<file path="config.mk">
export PLATFORM = sky130hd
export DESIGN_NAME = ppu_ctrl
export DESIGN_NICKNAME = d
export VERILOG_FILES = /design/src/hw/rtl/ppu_pkg.sv /design/src/hw/rtl/ppu_ctrl.sv
export VERILOG_INCLUDE_DIRS = /design/src /design/src/hw/rtl
export SDC_FILE = /design/constraint.sdc
export NUM_CORES = 1
export LEC_CHECK = 0
export BUFFER_PORTS_ARGS = -buffer_cell sky130_fd_sc_hd__buf_2
export CAP_MARGIN = 20
export CORE_MARGIN = 3
export CORE_UTILIZATION = 40
export DETAILED_ROUTE_END_ITERATION = 8
export GPL_ROUTABILITY_DRIVEN = 0
export GPL_TIMING_DRIVEN = 0
export PLACE_DENSITY_LB_ADDON = 0.08
export RECOVER_POWER = 100
export SYNTH_ARGS = -nofsm -noshare
export SYNTH_HDL_FRONTEND = slang
export SYNTH_SLANG_ARGS = --single-unit
</file>
<file path="constraint.sdc">
create_clock -name clk -period 1.8 [get_ports clk]
set_input_delay 0.54 -clock clk [delete_from_list [all_inputs] [get_ports clk]]
set_output_delay 0.54 -clock clk [all_outputs]
set_load 0.02 [all_outputs]
</file>
<file path="src/hw/rtl/particle_pool_update_defines.svh">
// Assertion macros of the particle pool controller RTL.
`ifndef PARTICLE_POOL_UPDATE_DEFINES_SVH
`define PARTICLE_POOL_UPDATE_DEFINES_SVH
`ifndef SYNTH
// Check that a condition holds at every clock edge outside reset.
`define PP_ASSERT(lbl, expr) \
  lbl: assert property (@(posedge clk) disable iff (rst) (expr)) \
    else $error("particle pool check failed");
// Check that a trigger is followed by a result in the next cycle.
`define PP_ASSERT_NEXT(lbl, trig, expr) \
  lbl: assert property (@(posedge clk) disable iff (rst) (trig) |=> (expr)) \
    else $error("particle pool sequence check failed");
`else
`define PP_ASSERT(lbl, expr)
`define PP_ASSERT_NEXT(lbl, trig, expr)
`endif
`endif

</file>
<file path="src/hw/rtl/ppu_pkg.sv">
// Types, constants and arithmetic helpers of the particle pool update block.
package ppu_pkg;

  localparam int CFG_IDX_W  = 3;
  localparam int CFG_DATA_W = 48;

  // register indexes
  localparam logic [CFG_IDX_W-1:0] REG_EMIT_PERIOD    = 3'd0;
  localparam logic [CFG_IDX_W-1:0] REG_LIFE_TIME      = 3'd1;
  localparam logic [CFG_IDX_W-1:0] REG_LIFE_RECIP     = 3'd2;
  localparam logic [CFG_IDX_W-1:0] REG_BIRTH_SIZE     = 3'd3;
  localparam logic [CFG_IDX_W-1:0] REG_DEATH_SIZE     = 3'd4;
  localparam logic [CFG_IDX_W-1:0] REG_SPAWN_POS      = 3'd5;
  localparam logic [CFG_IDX_W-1:0] REG_JITTER_SCALE   = 3'd6;
  localparam logic [CFG_IDX_W-1:0] REG_SPAWN_VELOCITY = 3'd7;

  // register reset values
  localparam logic [31:0] EMIT_PERIOD_RST    = 32'd3277;
  localparam logic [31:0] LIFE_TIME_RST      = 32'd196608;
  localparam logic [31:0] LIFE_RECIP_RST     = 32'd21845;
  localparam logic [15:0] BIRTH_SIZE_RST     = 16'd256;
  localparam logic [15:0] DEATH_SIZE_RST     = 16'd768;
  localparam logic [47:0] SPAWN_POS_RST      = 48'h0;
  localparam logic [47:0] JITTER_SCALE_RST   = 48'h0100_0100_0100;
  localparam logic [47:0] SPAWN_VELOCITY_RST = 48'h0000_0200_0000;

  localparam logic [15:0] LFSR_RST   = 16'hACE1;
  localparam logic [15:0] ALPHA_PEAK = 16'd52429;

  // one pool entry
  typedef struct packed {
    logic [31:0] spawn_time;
    logic [31:0] init_x;
    logic [31:0] init_y;
    logic [31:0] init_z;
    logic [47:0] vel;
  } entry_t;

  // one result beat
  typedef struct packed {
    logic [31:0] pos_x;
    logic [31:0] pos_y;
    logic [31:0] pos_z;
    logic [15:0] quad_size;
    logic [15:0] alpha;
    logic        empty_res;
    logic        last;
  } res_t;

  // controller to datapath
  typedef struct packed {
    logic accept;
    logic spawn;
    logic rd_tail;
    logic eval;
    logic move;
    logic mul;
    logic size;
    logic push;
    logic flush;
  } cmd_t;

  // datapath to controller
  typedef struct packed {
    logic spawn_due;
    logic has_entry;
    logic expired;
    logic out_free;
  } sts_t;

  // one right shift of the LFSR, feedback from bits 0, 2, 3 and 5
  function automatic logic [15:0] lfsr_step(input logic [15:0] l);
    logic b;
    b = l[0] ^ l[2] ^ l[3] ^ l[5];
    return {b, l[15:1]};
  endfunction

  // spawn position of one axis: emitter pos plus jitter times (r - half)
  function automatic logic [31:0] spawn_axis(input logic [15:0] pos,
                                             input logic [15:0] jit,
                                             input logic [15:0] r);
    logic signed [16:0] rr;
    logic signed [33:0] jr;
    logic signed [31:0] base;
    logic signed [31:0] sh;
    rr   = $signed({1'b0, r}) - 17'sd32768;
    jr   = $signed({1'b0, jit}) * rr;
    sh   = 32'(jr >>> 8);
    base = 32'($signed({pos, 8'h00}));
    return 32'(base + sh);
  endfunction

  // initial position plus floored age*velocity, saturated to 32 bits
  function automatic logic [31:0] sat_pos(input logic [31:0] init,
                                          input logic signed [48:0] prod);
    logic signed [41:0] s;
    s = 42'($signed(init)) + 42'(prod >>> 8);
    if (s > 42'sd2147483647) begin
      return 32'h7FFF_FFFF;
    end else if (s < -42'sd2147483648) begin
      return 32'h8000_0000;
    end
    return s[31:0];
  endfunction

endpackage

</file>
<file path="src/hw/rtl/ppu_ctrl.sv">
// Tick sequencer of the particle pool: spawn rounds, pool walk and flush.
`include "particle_pool_update_defines.svh"
module ppu_ctrl #(
  parameter int MAX_SPAWNS_PER_TICK = 10
) (
  input  logic          clk,
  input  logic          rst,
  input  logic          in_valid,
  output logic          in_stall,
  input  ppu_pkg::sts_t sts,
  output ppu_pkg::cmd_t cmd
);

  localparam int RW = $clog2(MAX_SPAWNS_PER_TICK + 1);

  localparam logic [3:0] S_IDLE  = 4'd0;
  localparam logic [3:0] S_SPAWN = 4'd1;
  localparam logic [3:0] S_RD    = 4'd2;
  localparam logic [3:0] S_EVAL  = 4'd3;
  localparam logic [3:0] S_MOVE  = 4'd4;
  localparam logic [3:0] S_MUL   = 4'd5;
  localparam logic [3:0] S_SIZE  = 4'd6;
  localparam logic [3:0] S_OUT   = 4'd7;
  localparam logic [3:0] S_FLUSH = 4'd8;

  logic [3:0]    state, state_next;
  logic [RW-1:0] rounds, rounds_next;
  logic          rd_idx;

  assign in_stall = (state != S_IDLE);

  // next state and commands
  always_comb begin
    state_next  = state;
    rounds_next = rounds;
    cmd         = '0;
    rd_idx      = 1'b0;
    unique case (state)
      S_IDLE: begin
        if (in_valid) begin
          cmd.accept  = 1'b1;
          rounds_next = '0;
          state_next  = S_SPAWN;
        end
      end
      S_SPAWN: begin
        if (sts.spawn_due && rounds < RW'(MAX_SPAWNS_PER_TICK)) begin
          cmd.spawn   = 1'b1;
          rounds_next = rounds + 1'b1;
        end else begin
          state_next = S_RD;
        end
      end
      S_RD: begin
        rd_idx     = 1'b1;
        state_next = sts.has_entry ? S_EVAL : S_FLUSH;
      end
      S_EVAL: begin
        cmd.eval = 1'b1;
        if (sts.expired) begin
          cmd.rd_tail = 1'b1;
          state_next  = S_MOVE;
        end else begin
          state_next = S_MUL;
        end
      end
      S_MOVE: begin
        cmd.move   = 1'b1;
        state_next = S_RD;
      end
      S_MUL: begin
        cmd.mul    = 1'b1;
        state_next = S_SIZE;
      end
      S_SIZE: begin
        cmd.size   = 1'b1;
        state_next = S_OUT;
      end
      S_OUT: begin
        if (sts.out_free) begin
          cmd.push   = 1'b1;
          state_next = S_RD;
        end
      end
      S_FLUSH: begin
        if (sts.out_free) begin
          cmd.flush  = 1'b1;
          state_next = S_IDLE;
        end
      end
      default: state_next = S_IDLE;
    endcase
  end

  // state registers
  always_ff @(posedge clk) begin
    if (rst) begin
      state  <= S_IDLE;
      rounds <= '0;
    end else begin
      state  <= state_next;
      rounds <= rounds_next;
    end
  end

  `PP_ASSERT(a_spawn_bound, !(cmd.spawn && rounds >= RW'(MAX_SPAWNS_PER_TICK)))
  `PP_ASSERT(a_one_beat_src, !(cmd.push && cmd.flush))
  `PP_ASSERT_NEXT(a_flush_ends, cmd.flush, state == S_IDLE && !in_stall)
  `PP_ASSERT(a_read_only_walk, !(rd_idx && cmd.eval))

endmodule

</file>
==> results of run 1 <==
[cell families after synthesis]
group                    synth area share (%)
multiplexers                             1.78
AND/OR/NAND/NOR                          41.8
buffers and inverters                    8.44
adder cells (fa/ha/maj)                  2.22
XOR/XNOR                                 3.11
flip-flops                               28.4
AO/OA/AOI/OAI                            14.2
[sequential cells by signal, summed over array words and instances, names as in the netlist]
register and cells:
rounds 4, state 4
[final cells by class]
class / count / share of cell area (%)
inverters: 4 / 2.08
plain buffers: 3 / 4.31
repair buffers: 23 / 19.2
clock buffers: 3 / 2.88
well taps: 14 / 2.24
multi-input cells: 52 / 47.3
flip-flops and latches: 8 / 22.0
[power by group through the flow]
stage	clock network, mW	logic (mW)	registers (mW)
final	0.130	0.547	0.250
after global placement	0	0.452	0.235
after floorplan	0	0.361	0.230
after global routing	0.148	0.596	0.256
after detailed placement	0	0.457	0.235
after CTS	0.138	0.542	0.238
[stage by stage]
step | total power [mW] | hold slack [ns] | utilization (%)
after global placement | 0.686 | 0.457 | 54.5
after global routing | 1.00 | 0.521 | 64.4
after floorplan | 0.591 | 0.430 | -
after detailed placement | 0.693 | 0.471 | 54.5
after CTS | 0.918 | 0.482 | 63.5
final | 0.927 | 0.477 | 64.4
[metal layers]
layer | vias up | routed length [um] | track usage, %
met1 | 261 | 612 | 18.8
met5 | - | 0 | 0
met4 | 0 | 0 | 3.01
met2 | 17 | 604 | 21.8
li1 | 288 | - | -
met3 | 0 | 89 | 7.88
[worst max-delay path: stages (launching register included)]
cell,delay [ns]
dfxtp_4,0.36
buf_6,0.12
or2b_1,0.25
nor3_1,0.12
buf_2,0.19
[path summary, 6_finish.rpt]
path	slack [ns]	start	depth (start not counted)	end
hold reg to reg	0.48	rounds[3]	2	rounds[3]
hold / removal	0.48	rounds[3]	2	rounds[3]
setup / recovery	-0.03	state[2]	4	cmd[4]
setup reg to reg	0.48	state[2]	6	state[0]
[layout by cell type (no fill, tap or decap), types with 2 or more instances in the layout]
master    count
and3_1        2
a31oi_1       2
o21ai_0       4
buf_6         5
a21oi_1       3
buf_2        12
dfxtp_4       3
nor2_1        6
nor3_1        2
nand3_1       2
buf_4         9
dfxtp_1       4
inv_1         3
nor4_1        2
nand2_1       3
and2b_1       2
clkbuf_4      3
nor2_2        3
[what timing repair did]
item | 4_1_cts | 5_1_grt
hold buffers | 0 | 0
gates resized for setup | 12 | 9
buffers inserted | 7 | 0
gates cloned | 0 | 0
setup endpoints to repair | 8 | 9
pin swaps | 4 | 1
==> key figures, run 1 <==
Clock network
  • Clock buffer depth: 2
  • Clock latency on the worst-skew pair: 0.25 ns
  • CTS clk-pin slew, worst paths: 0.05 ns
  • H-tree depth: 1
  • Num CTS Buffers: 3
  • Clock Sinks: 8
  • Root buffer cell: clkbuf_4
  • TritonCTS clock tree: done

Synthesis
  • Post-synth EDFFs: 0
  • Cell Area, Synth: 563 um2
  • Total of warnings raised by yosys: 0
  • Syn avg cell area: 8.28 um2
  • Post-Syn Nets: 76
  • Distinct cells, synth: 37
  • Synthesized netlist cell count: 68
  • Ys async rst share: 0%
  • Top-count cell post-synth: dfxtp_1
  • Share of the synthesized area in the top cell type: 28.4%
  • Main synth FF type: dfxtp_1
  • Commonest cells post-synth: dfxtp_1 (8), nor2_1 (7), o21ai_0 (4)
  • Post-synth top area cell: dfxtp_1
  • Synth top area cells: dfxtp_1 (28%), nor2_1 (4.7%), nor4b_4 (4.2%)
  • Number of synthesized register bits: 8
  • Seq/Total Area, Yosys: 28.4%

Setup path
  • Worst path required time: 1.26 ns
  • Critical path startpoint category: flop
  • Crit path kind: flop to output pin
  • Crit end category: output pin
  • CP max FO: 6
  • WP data arrival: 1.29 ns

Placed design
  • Placed inst area: 663 um2
  • IO buf count: 16
  • HPWL Detailed: 903 um
  • Cells after DPL: 98
  • Dpl ws: 0.0821 ns

Routing
  • Detailed router's first-iteration violation count: 14
  • Via count: 566
  • Drt pass-1 iters: 4
  • Via density per instance: 5.29
  • Post-route DRC: 0
  • Routed len/inst: 12.2 um
  • ANT nets after route: 0
  • WL final: 1.31 mm

GRT
  • Largest net degree at the start of global routing: 11
  • Vias in the first global route: 507
  • GR Overflow Total: 0
  • First-pass GRT wire length: 2.07 mm
  • Antenna violations before repair: 0
  • GR Util All Layers: 14.6%

STA
  • Post-layout min period: 1.83 ns
  • Fin. max-slew vios: 0
  • Rel. slew slack: 76.3%
  • Clock Skew: 0.00150 ns
  • Final setup viols: 3
  • Fmax achieved: 545 MHz
  • Post-route setup slack: -0.0341 ns
  • RSZ-0062 raised after global routing: true
  • Worst-Margin Slew: 0.352 ns
  • Final hold vios: 0
  • Fin crit share: 102%
  • Setup TNS: -0.0395 ns

Floorplan
  • Die width: 43.5 um
  • Num rows: 12
  • Die Y-Extent: 43.5 um
  • Die area: 0.00189 mm2
  • Core box area: 0.00122 mm2
  • Ports: 17
  • Starting Density: 46.3%

Power and ir drop
  • Leakage: 0.376 nW
  • Switch Pwr: 0.363 mW
  • Internal power: 0.564 mW
  • Power Density: 1180 mW/mm2
  • Max VDD drop: 0.684 mV
  • Sequential share of power: 26.9%
  • Logic gate share of total power: 59.0%
  • Clock Power Share: 14.1%
  • Net Sw Frac: 39.2%

Finish
  • Area grow syn2layout: 39.1%
  • Final-layout fill cell count: 118
  • Multi-input gate area: 370 um2
  • Sequential Area: 173 um2
  • Number of diodes: 0
  • Layout cells sized above 1: 49.5%
  • Post-route cell area: 783 um2
  • Layout Nets: 103
  • Non-Filler Instances: 107

Hold path
  • HP Class: flop to flop

Run status
  • Status: complete, but fails checks
  • Failing checks: negative setup slack

Flow run
  • Max Cap Viol: 0
(Power assumes the default switching activity.)
==> run 2: changes to the inputs <==
--- a/config.mk
+++ b/config.mk
@@ -6,11 +6,11 @@
 export SDC_FILE = /design/constraint.sdc
 export NUM_CORES = 1
 export LEC_CHECK = 0
-export BUFFER_PORTS_ARGS = -buffer_cell sky130_fd_sc_hd__buf_2
 export CAP_MARGIN = 20
 export CORE_MARGIN = 3
 export CORE_UTILIZATION = 40
 export DETAILED_ROUTE_END_ITERATION = 8
+export DONT_BUFFER_PORTS = 1
 export GPL_ROUTABILITY_DRIVEN = 0
 export GPL_TIMING_DRIVEN = 0
 export PLACE_DENSITY_LB_ADDON = 0.08
==> run 2 against run 1 <==
Net effect:
- worst setup slack improved by 0.0037 ns
- sequential cell count unchanged
- non-clock buffer count decreased by 14
- clock skew increased by 0.00067 ns
- register-to-register slack got worse by 0.20 ns
- global-route usage decreased by 0.31 points
- the flow still finishes with violations (negative setup slack)
==> key figures, run 2 (synthesis gave the netlist of run 1 again) <==
Run status
  • Status: complete, but fails checks (unchanged)
  • Failing checks: negative setup slack (unchanged)

GRT
  • GR Overflow Total: 0 (unchanged)
  • First-pass GRT wire length: 2.02 mm (was 2.07 mm)
  • Met1 usage: 19.5% (was 18.8%)
  • Grt peak-use layer: met1 (was met2)
  • GR Util met3: 7.88% (unchanged)
  • Antenna violations before repair: 0 (unchanged)
  • GR Util All Layers: 14.3% (was 14.6%)
  • Largest net degree at the start of global routing: 11 (unchanged)
  • Vias in the first global route: 452 (was 507)
  • M2 GR Usage: 19.5% (was 21.8%)

Setup path
  • CP max FO: 3 (was 6)
  • FF-to-FF Start: state[2] (unchanged)
  • R2r worst-path depth: 6 (unchanged)
  • WP data arrival: 1.29 ns (about the same)
  • Critical path startpoint category: flop (unchanged)
  • Worst path required time: 1.26 ns (about the same)
  • Worst reg-to-reg setup slack: 0.28 ns (was 0.48 ns)
  • FF-to-FF End: rounds[2] (was state[0])
  • Crit end category: output pin (unchanged)
  • Crit path kind: flop to output pin (unchanged)

Routing
  • ANT nets after route: 0 (unchanged)
  • WL final: 1.30 mm (was 1.31 mm)
  • Via count: 516 (was 566)
  • Routed len/inst: 14.0 um (was 12.2 um)
  • Detailed router's first-iteration violation count: 17 (was 14)
  • Via density per instance: 5.55 (was 5.29)
  • Drt pass-1 iters: 4 (unchanged)
  • Post-route DRC: 0 (unchanged)

STA
  • Fin. max-slew vios: 0 (unchanged)
  • Final setup viols: 1 (was 3)
  • Final hold vios: 0 (unchanged)
  • RSZ-0062 raised after global routing: true (unchanged)
  • Fin crit share: 102% (about the same)
  • Post-route setup slack: -0.0304 ns (was -0.0341 ns)
  • Setup TNS: -0.0304 ns (was -0.0395 ns)
  • Fmax achieved: 546 MHz (was 545 MHz)
  • Clock Skew: 0.00217 ns (was 0.00150 ns)
  • Rel. slew slack: 74.8% (was 76.3%)
  • Worst-Margin Slew: 0.376 ns (was 0.352 ns)
  • Post-layout min period: 1.83 ns (about the same)

Finish
  • Area grow syn2layout: 28.2% (was 39.1%)
  • Most common cell after layout, fill and taps aside: buf_4 (was buf_2)
  • Layout cells sized above 1: 40.5% (was 49.5%)
  • Number of diodes: 0 (unchanged)
  • Top Registers: rounds: 4 flops, state: 4 flops (unchanged)
  • Layout Nets: 89 (was 103)
  • Most frequent cells in the layout: buf_4 (9), nor2_1 (5), o21ai_0 (4), dfxtp_1 (4) (was buf_2 (12), buf_4 (9), nor2_1 (6))
  • Non-Filler Instances: 93 (was 107)

Clock network
  • H-tree depth: 1 (unchanged)
  • Num CTS Buffers: 3 (unchanged)
  • CTS hold repair buffers: 0 (unchanged)
  • TritonCTS clock tree: done (unchanged)
  • Clock latency on the worst-skew pair: 0.25 ns (about the same)
  • Clock Sinks: 8 (unchanged)
  • Root buffer cell: clkbuf_4 (unchanged)
  • CTS clk-pin slew, worst paths: 0.05 ns (about the same)
  • Clock buffer depth: 2 (unchanged)

Placed design
  • Cells after DPL: 82 (was 98)
  • IO buf count: 0 (was 16)
  • HPWL Detailed: 882 um (was 903 um)

Power and ir drop
  • Internal power: 0.546 mW (was 0.564 mW)
  • Logic gate share of total power: 58.6% (was 59.0%)
  • Sequential share of power: 27.2% (was 26.9%)
  • Leakage: 0.307 nW (was 0.376 nW)
  • Net Sw Frac: 40.4% (was 39.2%)
  • Switch Pwr: 0.369 mW (was 0.363 mW)
  • Max VDD drop: 0.698 mV (was 0.684 mV)
  • Clock Power Share: 14.2% (was 14.1%)
  • Power Density: 1270 mW/mm2 (was 1180 mW/mm2)

Floorplan
  • Die Y-Extent: 43.5 um (unchanged)
  • Core box area: 0.00122 mm2 (unchanged)
  • Num rows: 12 (unchanged)
  • Starting Density: 46.3% (unchanged)
  • Die width: 43.5 um (unchanged)
  • Die area: 0.00189 mm2 (unchanged)
  • Ports: 17 (unchanged)

Hold path
  • Hold Startpoint: rst (was rounds[3])
  • Hold worst-path end: state[3] (was rounds[3])
  • Hold path depth: 1 (was 2)
  • HP Class: primary input to flop (was flop to flop)

Flow run
  • Max Cap Viol: 0 (unchanged)
-- run 2: routing by layer --
layer  up-vias  wire, um
met4         0         8
met3         2        97
met1       239       621
met2        14       574
met5         -         0
li1        261         -
-- run 2: metrics by stage --
stage	hold WS (ns)	power, mW	area (um2)	util, %	setup WS, ns
final	0.359	0.915	722	59.4	-0.0304
after CTS	0.358	0.869	706	58.0	-0.0822
after detailed placement	0.463	0.650	583	47.9	-0.0551
after floorplan	0.430	0.591	566	-	0.00751
after global placement	0.454	0.648	583	47.9	-0.0608
after global routing	0.347	0.986	722	59.4	-0.0789
-- run 2: what timing repair did --
item	CTS	global route
resized for setup	18	7
setup endpoints to repair	6	8
setup buffers	6	3
pin swaps	4	6
-- run 2: cell type report --
type	count	area (um2)
fillers	115	494
multi-input cells	52	389
flip-flops and latches	8	168
repair buffers	9	71.3
plain buffers	3	33.8
clock buffers	3	22.5
inverters	4	20.0
well taps	14	17.5
-- run 2: power by group through the flow --
stage	logic (mW)	clock network, mW	registers, mW
after CTS	0.493	0.135	0.241
after global placement	0.413	0	0.235
final	0.536	0.130	0.249
after floorplan	0.361	0	0.230
after detailed placement	0.413	0	0.237
after global routing	0.584	0.149	0.253
-- run 2: worst max-delay path by stage --
stage	start	end	slack [ns]	depth (start not counted)
after floorplan	state[3]	cmd[6]	0.008	4
after global placement	state[2]	cmd[4]	-0.06	3
after detailed placement	state[2]	cmd[4]	-0.06	3
after CTS	state[3]	cmd[6]	-0.08	4
after global routing	state[1]	cmd[6]	-0.08	3
final	state[1]	cmd[6]	-0.03	3
-- run 2: worst max-delay path, stage by stage, from the launching register on --
cell and delay, ns:
dfxtp_2 0.36, or2b_4 0.30, nor2b_4 0.19, and2_4 0.20
